## config.mk

```make
export PLATFORM = sky130hd
export DESIGN_NAME = banked_memory_mapper_unit_flat
export DESIGN_NICKNAME = d
export VERILOG_FILES = /design/src/sv/bmm_pkg.sv /design/src/sv/bmm_ifs.sv /design/src/sv/banked_memory_mapper_unit.sv /design/src/sv/bmm_regs.sv /design/src/sv/bmm_decode.sv /design/src/flat_wrapper.sv
export VERILOG_INCLUDE_DIRS = /design/src /design/src/sv
export SDC_FILE = /design/constraint.sdc
export NUM_CORES = 1
export LEC_CHECK = 0
export ABC_CLOCK_PERIOD_IN_PS = 5700
export BUFFER_PORTS_ARGS = -buffer_cell sky130_fd_sc_hd__buf_2
export CAP_MARGIN = 20
export CELL_PAD_IN_SITES_DETAIL_PLACEMENT = 1
export CELL_PAD_IN_SITES_GLOBAL_PLACEMENT = 1
export CORE_MARGIN = 2
export CORE_UTILIZATION = 47
export DETAILED_ROUTE_END_ITERATION = 8
export GPL_ROUTABILITY_DRIVEN = 0
export PLACE_DENSITY_LB_ADDON = 0.1
export SLEW_MARGIN = 20
export SYNTH_ARGS = -nofsm -noshare
export SYNTH_HDL_FRONTEND = slang
export SYNTH_SLANG_ARGS = --single-unit
```

## constraint.sdc

```tcl
create_clock -name clk -period 5.7 [get_ports clk]
set_input_delay 1.425 -clock clk [delete_from_list [all_inputs] [get_ports clk]]
set_output_delay 1.425 -clock clk [all_outputs]
set_load 0.05 [all_outputs]
```

## src/sv/banked_memory_mapper_unit_macros.svh

```systemverilog
// Assertion macros for the mapper RTL.
`ifndef BANKED_MEMORY_MAPPER_UNIT_MACROS_SVH
`define BANKED_MEMORY_MAPPER_UNIT_MACROS_SVH

// Clocked assertion, disabled while reset is asserted.
`define BMM_ASSERT(label, clk, rst_n, prop, msg) \
	label: assert property (@(posedge clk) disable iff (!(rst_n)) (prop)) else $error(msg);

// Clocked assertion, checked during reset too.
`define BMM_ASSERT_ALWAYS(label, clk, prop, msg) \
	label: assert property (@(posedge clk) (prop)) else $error(msg);

`endif

```

## src/sv/bmm_pkg.sv

```systemverilog
// Types, codes and constants for the banked memory mapper.
`timescale 1ns / 1ps

package bmm_pkg;

	localparam int MAIN_RAM_PAGES = 32;
	localparam int FLASH_PAGES    = 16;

	localparam int FUNC_W   = 3;
	localparam int ADDR_W   = 16;
	localparam int DATA_W   = 8;
	localparam int TGT_W    = 3;
	localparam int OFFSET_W = 19;
	localparam int PAGE_W   = 6;
	localparam int SLOT_OFF_W = 14;
	localparam int NUM_SLOTS  = 4;
	localparam int SLOT_W     = 2;

	localparam int CFG_INDEX_W = 1;
	localparam int CFG_DATA_W  = 1;
	localparam logic [CFG_INDEX_W-1:0] CFG_CART_PRESENT = 1'd0;
	localparam logic [CFG_INDEX_W-1:0] CFG_EXT_DISABLE  = 1'd1;

	localparam logic [FUNC_W-1:0] FUNC_MEM_RD   = 3'd0;
	localparam logic [FUNC_W-1:0] FUNC_MEM_WR   = 3'd1;
	localparam logic [FUNC_W-1:0] FUNC_BANK_WR  = 3'd2;
	localparam logic [FUNC_W-1:0] FUNC_REMAP_WR = 3'd3;
	localparam logic [FUNC_W-1:0] FUNC_BANK_RD  = 3'd4;

	localparam logic [TGT_W-1:0] TGT_NONE   = 3'd0;
	localparam logic [TGT_W-1:0] TGT_FLASH  = 3'd1;
	localparam logic [TGT_W-1:0] TGT_CART   = 3'd2;
	localparam logic [TGT_W-1:0] TGT_VIDEO  = 3'd3;
	localparam logic [TGT_W-1:0] TGT_CHAR   = 3'd4;
	localparam logic [TGT_W-1:0] TGT_MAIN   = 3'd5;
	localparam logic [TGT_W-1:0] TGT_SCREEN = 3'd6;
	localparam logic [TGT_W-1:0] TGT_COLOR  = 3'd7;

	localparam logic [PAGE_W-1:0] PAGE_CART  = 6'd19;
	localparam logic [PAGE_W-1:0] PAGE_VIDEO = 6'd20;
	localparam logic [PAGE_W-1:0] PAGE_CHAR  = 6'd21;

	localparam logic [SLOT_OFF_W-1:0] CHAR_RAM_SIZE = 14'h0800;
	localparam logic [DATA_W-1:0]     FLOAT_BYTE    = 8'hFF;

	localparam int BIT_OVERLAY   = 6;
	localparam int BIT_READ_ONLY = 7;

	typedef struct packed {
		logic [NUM_SLOTS-1:0][DATA_W-1:0] slot_regs;
		logic                             remap;
		logic                             cart_present;
		logic                             ext_disable;
	} bank_state_t;

	typedef struct packed {
		logic [TGT_W-1:0]    target_memory;
		logic [OFFSET_W-1:0] memory_offset;
		logic                write_strobe;
		logic [DATA_W-1:0]   reg_read_data;
	} result_t;

endpackage

```

## src/sv/bmm_ifs.sv

```systemverilog
// Request and response channel interfaces of the mapper.
`timescale 1ns / 1ps

interface bmm_req_if import bmm_pkg::*; ();
	logic              valid;
	logic              ready;
	logic [FUNC_W-1:0] func;
	logic [ADDR_W-1:0] cpu_address;
	logic [DATA_W-1:0] write_data;

	modport source (output valid, func, cpu_address, write_data, input ready);
	modport sink (input valid, func, cpu_address, write_data, output ready);
endinterface

interface bmm_rsp_if import bmm_pkg::*; ();
	logic                valid;
	logic                ready;
	logic [TGT_W-1:0]    target_memory;
	logic [OFFSET_W-1:0] memory_offset;
	logic                write_strobe;
	logic [DATA_W-1:0]   reg_read_data;

	modport source (output valid, target_memory, memory_offset, write_strobe, reg_read_data,
		input ready);
	modport sink (input valid, target_memory, memory_offset, write_strobe, reg_read_data,
		output ready);
endinterface

```

## src/sv/banked_memory_mapper_unit.sv

```systemverilog
// Banked memory mapper: top level with request handshake and result register.
//
// Usage:
//   req carries one CPU operation per transfer (func, cpu_address, write_data):
//   memory read, memory write, bank register write, remap write or bank
//   register read. rsp returns exactly one result per request: target memory,
//   byte offset inside it, write strobe and bank register read data.
//   A request taken at a clock edge shows its result on rsp from the next
//   cycle on. Throughput is one request per cycle while rsp is not stalled,
//   set by the single translation stage in front of the result register.
//   Bank register and remap updates take effect for the next request.
//   cfg_we/cfg_index/cfg_wdata write cartridge_present (index 0) and
//   ext_disable (index 1); write them only while no result is pending.
//   Reset clears the bank registers, remap flag, configuration and the result
//   valid flag. When the receiver stalls, the result holds and req.ready
//   drops until the result is taken; a new request is accepted in the same
//   cycle that the waiting result is taken.
`timescale 1ns / 1ps

`include "banked_memory_mapper_unit_macros.svh"

module banked_memory_mapper_unit import bmm_pkg::*; (
	input  logic                   clk,
	input  logic                   arst_n,
	input  logic                   cfg_we,
	input  logic [CFG_INDEX_W-1:0] cfg_index,
	input  logic [CFG_DATA_W-1:0]  cfg_wdata,
	bmm_req_if.sink                req,
	bmm_rsp_if.source              rsp
);

	bank_state_t state;
	result_t     result;
	result_t     result_q;
	logic        valid_q;
	logic        accept;

	assign req.ready = !valid_q || rsp.ready;
	assign accept    = req.valid && req.ready;

	bmm_regs u_regs (
		.clk        (clk),
		.arst_n     (arst_n),
		.cfg_we     (cfg_we),
		.cfg_index  (cfg_index),
		.cfg_wdata  (cfg_wdata),
		.upd_en     (accept),
		.func       (req.func),
		.slot_sel   (req.cpu_address[SLOT_W-1:0]),
		.write_data (req.write_data),
		.state      (state)
	);

	bmm_decode u_decode (
		.func        (req.func),
		.cpu_address (req.cpu_address),
		.state       (state),
		.result      (result)
	);

	always_ff @(posedge clk or negedge arst_n) begin
		if (!arst_n) begin
			valid_q <= 1'b0;
		end else if (req.ready) begin
			valid_q <= req.valid;
		end
	end

	always_ff @(posedge clk) begin
		if (accept)
			result_q <= result;
	end

	assign rsp.valid         = valid_q;
	assign rsp.target_memory = result_q.target_memory;
	assign rsp.memory_offset = result_q.memory_offset;
	assign rsp.write_strobe  = result_q.write_strobe;
	assign rsp.reg_read_data = result_q.reg_read_data;

	`BMM_ASSERT(a_ready_rule, clk, arst_n, req.ready == (!valid_q || rsp.ready), "ready does not follow result register state")
	`BMM_ASSERT(a_nonmem_none, clk, arst_n, accept && req.func != FUNC_MEM_RD && req.func != FUNC_MEM_WR |=> rsp.target_memory == TGT_NONE && !rsp.write_strobe, "non-memory op produced a memory access")
	`BMM_ASSERT(a_strobe_target, clk, arst_n, rsp.valid && rsp.write_strobe |-> rsp.target_memory != TGT_NONE && rsp.target_memory != TGT_FLASH && rsp.target_memory != TGT_CART, "write strobe to a non-writable target")
	`BMM_ASSERT(a_none_offset, clk, arst_n, rsp.valid && rsp.target_memory == TGT_NONE |-> rsp.memory_offset == '0, "floating target with nonzero offset")
	`BMM_ASSERT_ALWAYS(a_reset_idle, clk, !arst_n |-> !valid_q, "result valid during reset")

endmodule

```

## src/sv/bmm_regs.sv

```systemverilog
// Bank registers, remap flag and configuration registers.
`timescale 1ns / 1ps

module bmm_regs import bmm_pkg::*; (
	input  logic                   clk,
	input  logic                   arst_n,
	input  logic                   cfg_we,
	input  logic [CFG_INDEX_W-1:0] cfg_index,
	input  logic [CFG_DATA_W-1:0]  cfg_wdata,
	input  logic                   upd_en,
	input  logic [FUNC_W-1:0]      func,
	input  logic [SLOT_W-1:0]      slot_sel,
	input  logic [DATA_W-1:0]      write_data,
	output bank_state_t            state
);

	bank_state_t state_q;

	always_ff @(posedge clk or negedge arst_n) begin
		if (!arst_n) begin
			state_q <= '0;
		end else begin
			if (cfg_we) begin
				case (cfg_index)
					CFG_CART_PRESENT: state_q.cart_present <= cfg_wdata[0];
					CFG_EXT_DISABLE:  state_q.ext_disable  <= cfg_wdata[0];
					default: ;
				endcase
			end
			if (upd_en) begin
				case (func)
					FUNC_BANK_WR: begin
						if (!state_q.ext_disable)
							state_q.slot_regs[slot_sel] <= write_data;
					end
					FUNC_REMAP_WR: state_q.remap <= write_data[0];
					default: ;
				endcase
			end
		end
	end

	assign state = state_q;

endmodule

```

## src/sv/bmm_decode.sv

```systemverilog
// Address translation and bank register read for one request.
`timescale 1ns / 1ps

module bmm_decode import bmm_pkg::*; (
	input  logic [FUNC_W-1:0] func,
	input  logic [ADDR_W-1:0] cpu_address,
	input  bank_state_t       state,
	output result_t           result
);

	logic [SLOT_W-1:0]     cpu_slot;
	logic [SLOT_W-1:0]     rd_slot;
	logic [SLOT_OFF_W-1:0] off;
	logic [DATA_W-1:0]     bank_reg;
	logic [PAGE_W-1:0]     page;
	logic [TGT_W-1:0]      tgt;
	logic [OFFSET_W-1:0]   moff;
	logic                  writable;
	logic                  is_mem;

	assign cpu_slot = cpu_address[ADDR_W-1 -: SLOT_W];
	assign off      = cpu_address[SLOT_OFF_W-1:0];

	// Single read port on the bank registers; remap exchanges slots 0 and 3.
	always_comb begin
		if (func == FUNC_BANK_RD)
			rd_slot = cpu_address[SLOT_W-1:0];
		else if (state.remap && (cpu_slot == 2'd0 || cpu_slot == 2'd3))
			rd_slot = ~cpu_slot;
		else
			rd_slot = cpu_slot;
	end

	assign bank_reg = state.slot_regs[rd_slot];
	assign page     = bank_reg[PAGE_W-1:0];

	always_comb begin
		tgt      = TGT_NONE;
		moff     = '0;
		writable = 1'b0;
		if (bank_reg[BIT_OVERLAY] && off[13:12] == 2'b11) begin
			writable = 1'b1;
			case (off[11:10])
				2'b00: begin
					tgt  = TGT_SCREEN;
					moff = OFFSET_W'(off[9:0]);
				end
				2'b01: begin
					tgt  = TGT_COLOR;
					moff = OFFSET_W'(off[9:0]);
				end
				default: begin
					tgt  = TGT_MAIN;
					moff = OFFSET_W'(off);
				end
			endcase
		end else if (page < PAGE_W'(FLASH_PAGES)) begin
			tgt  = TGT_FLASH;
			moff = {page[4:0], off};
		end else if (page == PAGE_CART) begin
			if (state.cart_present) begin
				tgt  = TGT_CART;
				moff = OFFSET_W'(off);
			end
		end else if (page == PAGE_VIDEO) begin
			tgt      = TGT_VIDEO;
			moff     = OFFSET_W'(off);
			writable = !bank_reg[BIT_READ_ONLY];
		end else if (page == PAGE_CHAR && off < CHAR_RAM_SIZE) begin
			tgt      = TGT_CHAR;
			moff     = OFFSET_W'(off);
			writable = !bank_reg[BIT_READ_ONLY];
		end else if (page[5] && {1'b0, page[4:0]} < PAGE_W'(MAIN_RAM_PAGES)) begin
			// main RAM pages start at 32, so the low five bits are the RAM page
			tgt      = TGT_MAIN;
			moff     = {page[4:0], off};
			writable = !bank_reg[BIT_READ_ONLY];
		end
	end

	assign is_mem = (func == FUNC_MEM_RD) || (func == FUNC_MEM_WR);

	always_comb begin
		result.target_memory = is_mem ? tgt : TGT_NONE;
		result.memory_offset = is_mem ? moff : '0;
		result.write_strobe  = (func == FUNC_MEM_WR) && writable;
		result.reg_read_data = (func == FUNC_BANK_RD && !state.ext_disable) ? bank_reg
			: FLOAT_BYTE;
	end

endmodule
```

## src/flat_wrapper.sv

```systemverilog
// flat-port wrapper written by rule: the top's interface ports become plain ports
module banked_memory_mapper_unit_flat import bmm_pkg::*;
  (clk, arst_n, cfg_we, cfg_index, cfg_wdata, req_valid, req_func, req_cpu_address, req_write_data, req_ready, rsp_valid, rsp_target_memory, rsp_memory_offset, rsp_write_strobe, rsp_reg_read_data, rsp_ready);
  bmm_req_if req_i ();
  bmm_rsp_if rsp_i ();
  input  logic clk;
  input  logic arst_n;
  input  logic cfg_we;
  input  logic [CFG_INDEX_W-1:0] cfg_index;
  input  logic [CFG_DATA_W-1:0] cfg_wdata;
  input wire logic [$bits(req_i.valid)-1:0] req_valid;
  input wire logic [$bits(req_i.func)-1:0] req_func;
  input wire logic [$bits(req_i.cpu_address)-1:0] req_cpu_address;
  input wire logic [$bits(req_i.write_data)-1:0] req_write_data;
  output wire logic [$bits(req_i.ready)-1:0] req_ready;
  output wire logic [$bits(rsp_i.valid)-1:0] rsp_valid;
  output wire logic [$bits(rsp_i.target_memory)-1:0] rsp_target_memory;
  output wire logic [$bits(rsp_i.memory_offset)-1:0] rsp_memory_offset;
  output wire logic [$bits(rsp_i.write_strobe)-1:0] rsp_write_strobe;
  output wire logic [$bits(rsp_i.reg_read_data)-1:0] rsp_reg_read_data;
  input wire logic [$bits(rsp_i.ready)-1:0] rsp_ready;
  assign req_i.valid = req_valid;
  assign req_i.func = req_func;
  assign req_i.cpu_address = req_cpu_address;
  assign req_i.write_data = req_write_data;
  assign req_ready = req_i.ready;
  assign rsp_valid = rsp_i.valid;
  assign rsp_target_memory = rsp_i.target_memory;
  assign rsp_memory_offset = rsp_i.memory_offset;
  assign rsp_write_strobe = rsp_i.write_strobe;
  assign rsp_reg_read_data = rsp_i.reg_read_data;
  assign rsp_i.ready = rsp_ready;
  banked_memory_mapper_unit u_core (.clk(clk), .arst_n(arst_n), .cfg_we(cfg_we), .cfg_index(cfg_index), .cfg_wdata(cfg_wdata), .req(req_i), .rsp(rsp_i));
endmodule
```

* After elaboration in Yosys (flattened, before gate mapping)
Index checks and enable logic that the tools add are counted.
** Word-level totals
- Register bits :: 67
- Output and inout port bits :: 33
- Logic and storage cells :: 80
** Cells by class
- Magnitude comparators :: 5
- Equality and inequality tests :: 10
- Multiplexer cells :: 29
- Bitwise logic cells :: 3
- Reductions and logical operators :: 21
** Operators by type and width (number)
- two-way mux 19 bit :: 6
- bitwise mux 32 bit :: 1
- two-way mux 14 bit :: 2
- equality test 6 x 5 -> 1 bit, second input constant :: 3
- two-way mux 3 bit :: 6
- binary-select mux 8 bit (select 2 bit) :: 1
- demux 8 bit (select 2 bit) :: 1
- two-way mux 8 bit :: 2
- < comparator 14 x 12 -> 1 bit, second input constant :: 1
- logical AND 1 bit :: 7
- equality test 3 x 2 -> 1 bit, second input constant :: 2
- < comparator 2 x 3 -> 1 bit, second input constant :: 2
- < comparator 6 x 5 -> 1 bit, second input constant :: 1
- two-way mux 1 bit :: 6
- two-way mux 2 bit :: 3
- AND reduction 2 bit :: 3
- equality test 2 bit, second input constant :: 2
- zero test 2 bit :: 2
- one-hot mux 2 bit (2 select lines) :: 1
- equality test 3 x 1 -> 1 bit, second input constant :: 1
- equality test 3 bit, second input constant :: 1
- zero test 1 bit :: 3
- zero test 3 bit :: 1
- logical OR 1 bit :: 3
- other kinds (6) :: 7

* Depth between registers and ports, before layout
- Depth after elaboration :: 15
- Mapped depth :: 10
- Depth with buffers taken out :: 7

* By module
From an unflattened synthesis, not the netlist that was laid out.
** Second synthesis, totals
- Cell total of the unflattened synthesis :: 241
- Area total of the unflattened synthesis :: 3233.1 um^2
** Modules (own cells, without submodules)
- bmm_regs :: instances 1, cells each 81, area each 1403.8 um^2, sequential area each 875.8 um^2
- banked_memory_mapper_unit :: instances 1, cells each 35, area each 984.7 um^2, sequential area each 955.9 um^2
- bmm_decode :: instances 1, cells each 125, area each 844.6 um^2, sequential area each 0.0 um^2

* Least setup slack after synthesis
No wires, ideal clock.
- Path kind :: input port to flip-flop
- From :: in rsp_ready
- To :: reg u_core.u_regs.state_q (netlist bit u_core.u_regs.state[10])
- Library setup time :: 125 ps
- Arrival :: 4083 ps
- Setup slack :: 1492 ps
- Stages :: 6
- Buffers on the path :: 0
- Path through :: nand2b_1 > and2_1 > nand3b_1 > nor3_1 > nor3b_2 > mux2_2
** On the way
- Word-level cells in the longest chain between the ends :: 3
** RTL lines
- start, declared :: RTL line flat_wrapper.sv:21 : input wire logic [$bits(rsp_i.ready)-1:0] rsp_ready;
- logical OR 1 bit :: RTL line banked_memory_mapper_unit.sv:38 : assign req.ready = !valid_q || rsp.ready;
- logical AND 1 bit :: RTL line banked_memory_mapper_unit.sv:39 : assign accept = req.valid && req.ready;
- named net u_core.accept :: RTL line banked_memory_mapper_unit.sv:36 : logic accept;
- AND reduction 3 bit (no line)
- end, declared :: RTL line bmm_regs.sv:17 : bank_state_t state_q;
The timed path passes the listed nets, and every way through them passes these cells.
A chain may end at the register's enable or synchronous reset.

* Final worst setup path
- From :: in req_func[2]
- To :: reg u_core.result_q (netlist bit u_core.rsp.memory_offset[12]) (data pin)
** On the way
- Word-level cells in the longest chain between the ends :: 11
** RTL lines
- start, declared :: RTL line flat_wrapper.sv:12 : input wire logic [$bits(req_i.func)-1:0] req_func;
- equality test 3 bit :: RTL line bmm_decode.sv:26 : if (func == FUNC_BANK_RD)
- two-way mux 2 bit :: RTL line bmm_decode.sv:26
- binary-select mux 8 bit (select 2 bit) :: RTL line bmm_decode.sv:34 : assign bank_reg = state.slot_regs[rd_slot];
- two-way mux 8 bit (not written as such) :: RTL line bmm_decode.sv:34
- equality test 6 x 5 -> 1 bit :: RTL line bmm_decode.sv:69 : end else if (page == PAGE_CHAR && off < CHAR_RAM_SIZE) begin
- logical AND 1 bit :: RTL line bmm_decode.sv:69
- two-way mux 19 bit :: RTL line bmm_decode.sv:69
- two-way mux 19 bit :: RTL line bmm_decode.sv:65 : end else if (page == PAGE_VIDEO) begin
- two-way mux 19 bit :: RTL line bmm_decode.sv:60 : end else if (page == PAGE_CART) begin
- two-way mux 19 bit :: RTL line bmm_decode.sv:57 : end else if (page < PAGE_W'(FLASH_PAGES)) begin
- two-way mux 19 bit :: RTL line bmm_decode.sv:41 : if (bank_reg[BIT_OVERLAY] && off[13:12] == 2'b11) begin
- end signal, assigned :: RTL line banked_memory_mapper_unit.sv:71 : result_q <= result;
- end, declared :: RTL line banked_memory_mapper_unit.sv:34 : result_t result_q;
Parallel ways exist; a longest one is shown, timed or not. The select of a mux whose other input is x is not followed.

==> metrics.md <==
| Metric | Value |
|---|---|
| Status | completed |
| DR vias | 2,414 |
| Setup Crit Path Kind | primary input to flop |
| Asr flop ratio synth | 0.537 |
| Post-route setup TNS | 0 ps |
| Die width | just under 90 um |
| Hold-fix buffers, CTS | 0 |
| Final Skew | between 10 and 15 ps |
| RSZ-0062 raised after global routing | false |
| Final ANT Viol Nets | 0 |
| Syn Area/Cell | 12.3 um2 |
| Post-synthesis to final-layout area growth | 19.8% |
| Crit start category | primary input |
| DP HPWL | a little under 6000 um |
| P_leak | 1.65 nW |
| Sequential fraction of the synthesis area | 0.552 |
| Primary FF master, synth | dfrtp_1 |
| FILL cells | 726 |
| Clock buffer depth | 2 |
| Clock latency on the worst-skew pair | around 350 ps |
| Largest net degree at the start of global routing | 37 |
| Fin cells | about 440 |
| FF+latch count, synth | 67 |
| Core area | 0.00683 mm2 |
| Wire per inst | 18.7 um |
| Setup bufs post-CTS | 0 |
| H-tree levels | 3 |
| Ports | 67 |
| Initial antenna violation count | 0 |
| Vias in the first global route | ~2,500 |
| Layout Nets | between 300 and 400 |
| DR DRC count | 0 |
| Die Area | 0.00775 mm2 |
| Post-synth EDFFs | 31 |
| Cells after Synth | 269 |
| Antenna cells | 0 |
| Mapped cell area | approximately 0.0033 mm2 |
| Die height | 88.0 um |
| Initial core utilization | 0.486 |
| Cells taking the most area after synthesis | edfxtp_1 (28%), dfrtp_1 (27%), mux2_2 (13%) |
| Iteration-0 DRC Markers | between 100 and 150 |
| Layout cells sized above 1 | 0.425 |
| Peak supply drop | 224 uV |
| Placement Setup Slack | 1240 ps |
| Slew HR | 0.368 |
| PD cells | around 340 mW/mm2 |
| Synth Warn # | 0 |
| GRT overflow | 0 |
| 1st-pass router iterations | 4 |
| Worst setup EP type | flop |
| Clk slew on worst S/H paths | 70 ps |
| CTS resizes | 0 |
| First-pass GRT wire length | about 13,000 um |
| Netlist cell types | 46 |
| CTS tree | yes |
| Register area | 0.00183 mm2 |
| Top cell type's share of synthesized area | 0.280 |
| Routed Wire Length | 8240 um |
| CTS Buf Count | 9 |
| Area leader, netlist | edfxtp_1 |
| Fmax | 244 MHz |
| Worst-path fanout max | 19 |
| WHS Path Cells | 1 |
| Worst Path Arrival | 4160 ps |
| Final Hold Violating Endpoints | 0 |
| IO buf count | 66 |
| Tmin final | 4100 ps |
| Max Slew Vio Count | 0 |
| R2R depth | 7 |
| Worst Path Required | 5760 ps |
| Root Driver | clkbuf_8 |
| Placed insts | 426 |
| Final setup fails | 0 |
| CTS Sinks | 67 |
| Worst slew pin tran | 945 ps |
| Max cap viols | 0 |
| Total GRT Usage | 0.231 |
| Worst hold-check path type | flop to flop |
| Via/cell ratio | between 5 and 6 |
| Syn nets | 303 |
| Final cycle utilization of the critical path | 0.719 |
| Rows | 30 |
| Crit path setup slack, layout | 1600 ps |
| Area of the multi-input gates | 0.00142 mm2 |
[stage by stage]
stage | util | instance area [um2] | power (W) | hold slack [ps]
2_1_floorplan | - | 3320 | 0.000818 | 479
3_3_place_gp | 0.547 | 3730 | 0.000881 | 490
3_5_place_dp | 0.547 | 3730 | 0.000896 | 500
4_1_cts | 0.582 | 3980 | 0.00138 | 516
5_1_grt | 0.582 | 3980 | 0.00143 | 537
6_report | 0.582 | 3980 | 0.00137 | 513
[cell families (layout without fill, tap and decap cells)]
group | Yosys count | after routing | share of synthesized area
AO/OA/AOI/OAI | 43 | 43 | 0.115
flip-flops | 67 | 67 | 0.552
multiplexers | 47 | 47 | 0.157
AND/OR/NAND/NOR | 101 | 101 | 0.156
buffers and inverters | 11 | 88 | 0.0207
[power by group]
group | total, W | internal, W | switching, W
registers | 0.000587 | 0.000557 | 0.0000294
clock network | 0.000484 | 0.000291 | 0.000192
logic | 0.000300 | 0.000106 | 0.000194
[state kept, by name (all words and copies together), names as in the netlist]
register and cells:
u_core.rsp.write_strobe 1, u_core.rsp.reg_read_data 8, u_core.rsp.memory_offset 19, u_core.rsp.valid 1, u_core.rsp.target_memory 3, u_core.u_regs.state 35
[cell type report]
cell class                 count  area share
timing repair buffer          69      0.0887
sequential                    67       0.461
clock inverter                 6      0.0286
clock buffer                  10      0.0321
tap                           96      0.0302
multi-input combinational    191       0.357
inverter                       3     0.00283
[metal layers]
layer	vias to the layer above	routed length [um]	GRT usage
li1	1124	-	-
met4	0	159	0.0895
met3	13	404	0.0528
met2	74	4140	0.385
met1	1203	3540	0.295
met5	-	0	0
[critical path: stages]
cell and delay [ps]:
buf_2 130, nor3b_2 180, o31ai_4 740, nand2_1 160
a32oi_2 490, nor3_2 120, o21bai_2 700, o31ai_1 200
[synth_stat cells (3+ instances only)]
cell type,number
a31oi_1,4
dfrtp_1,36
buf_6,3
a21oi_2,10
clkbuf_1,3
nand2_1,46
mux2_2,37
inv_1,3
a21oi_1,12
nor3_1,4
edfxtp_1,31
nand2b_1,13
nand3_1,6
nor2_1,14
mux2i_1,9
[final timing paths]
kind,startpoint,end,slack (ps)
min in group asynchronous,arst_n,u_core.u_regs.state[34],1150
worst max-delay path,req_func[2],u_core.rsp.memory_offset[12],1600
worst min register to register,u_core.u_regs.state[20],u_core.u_regs.state[20],510
worst min-delay path,u_core.u_regs.state[20],u_core.u_regs.state[20],510
worst max register to register,u_core.u_regs.state[2],u_core.rsp.memory_offset[12],2420
max in group asynchronous,arst_n,u_core.u_regs.state[3],4020
[placed cells by master, fill, tap and decap left out, types with 9 or more instances in the layout]
| master | count |
|---|---|
| a21oi_1 | 12 |
| nand2_1 | 46 |
| buf_2 | 66 |
| mux2i_1 | 9 |
| mux2_2 | 37 |
| nand2b_1 | 13 |
| edfxtp_1 | 31 |
| nor2_1 | 14 |
| a21oi_2 | 10 |
| dfrtp_1 | 36 |
| clkbuf_8 | 9 |
Note: power is estimated with default switching activity, not from simulation.
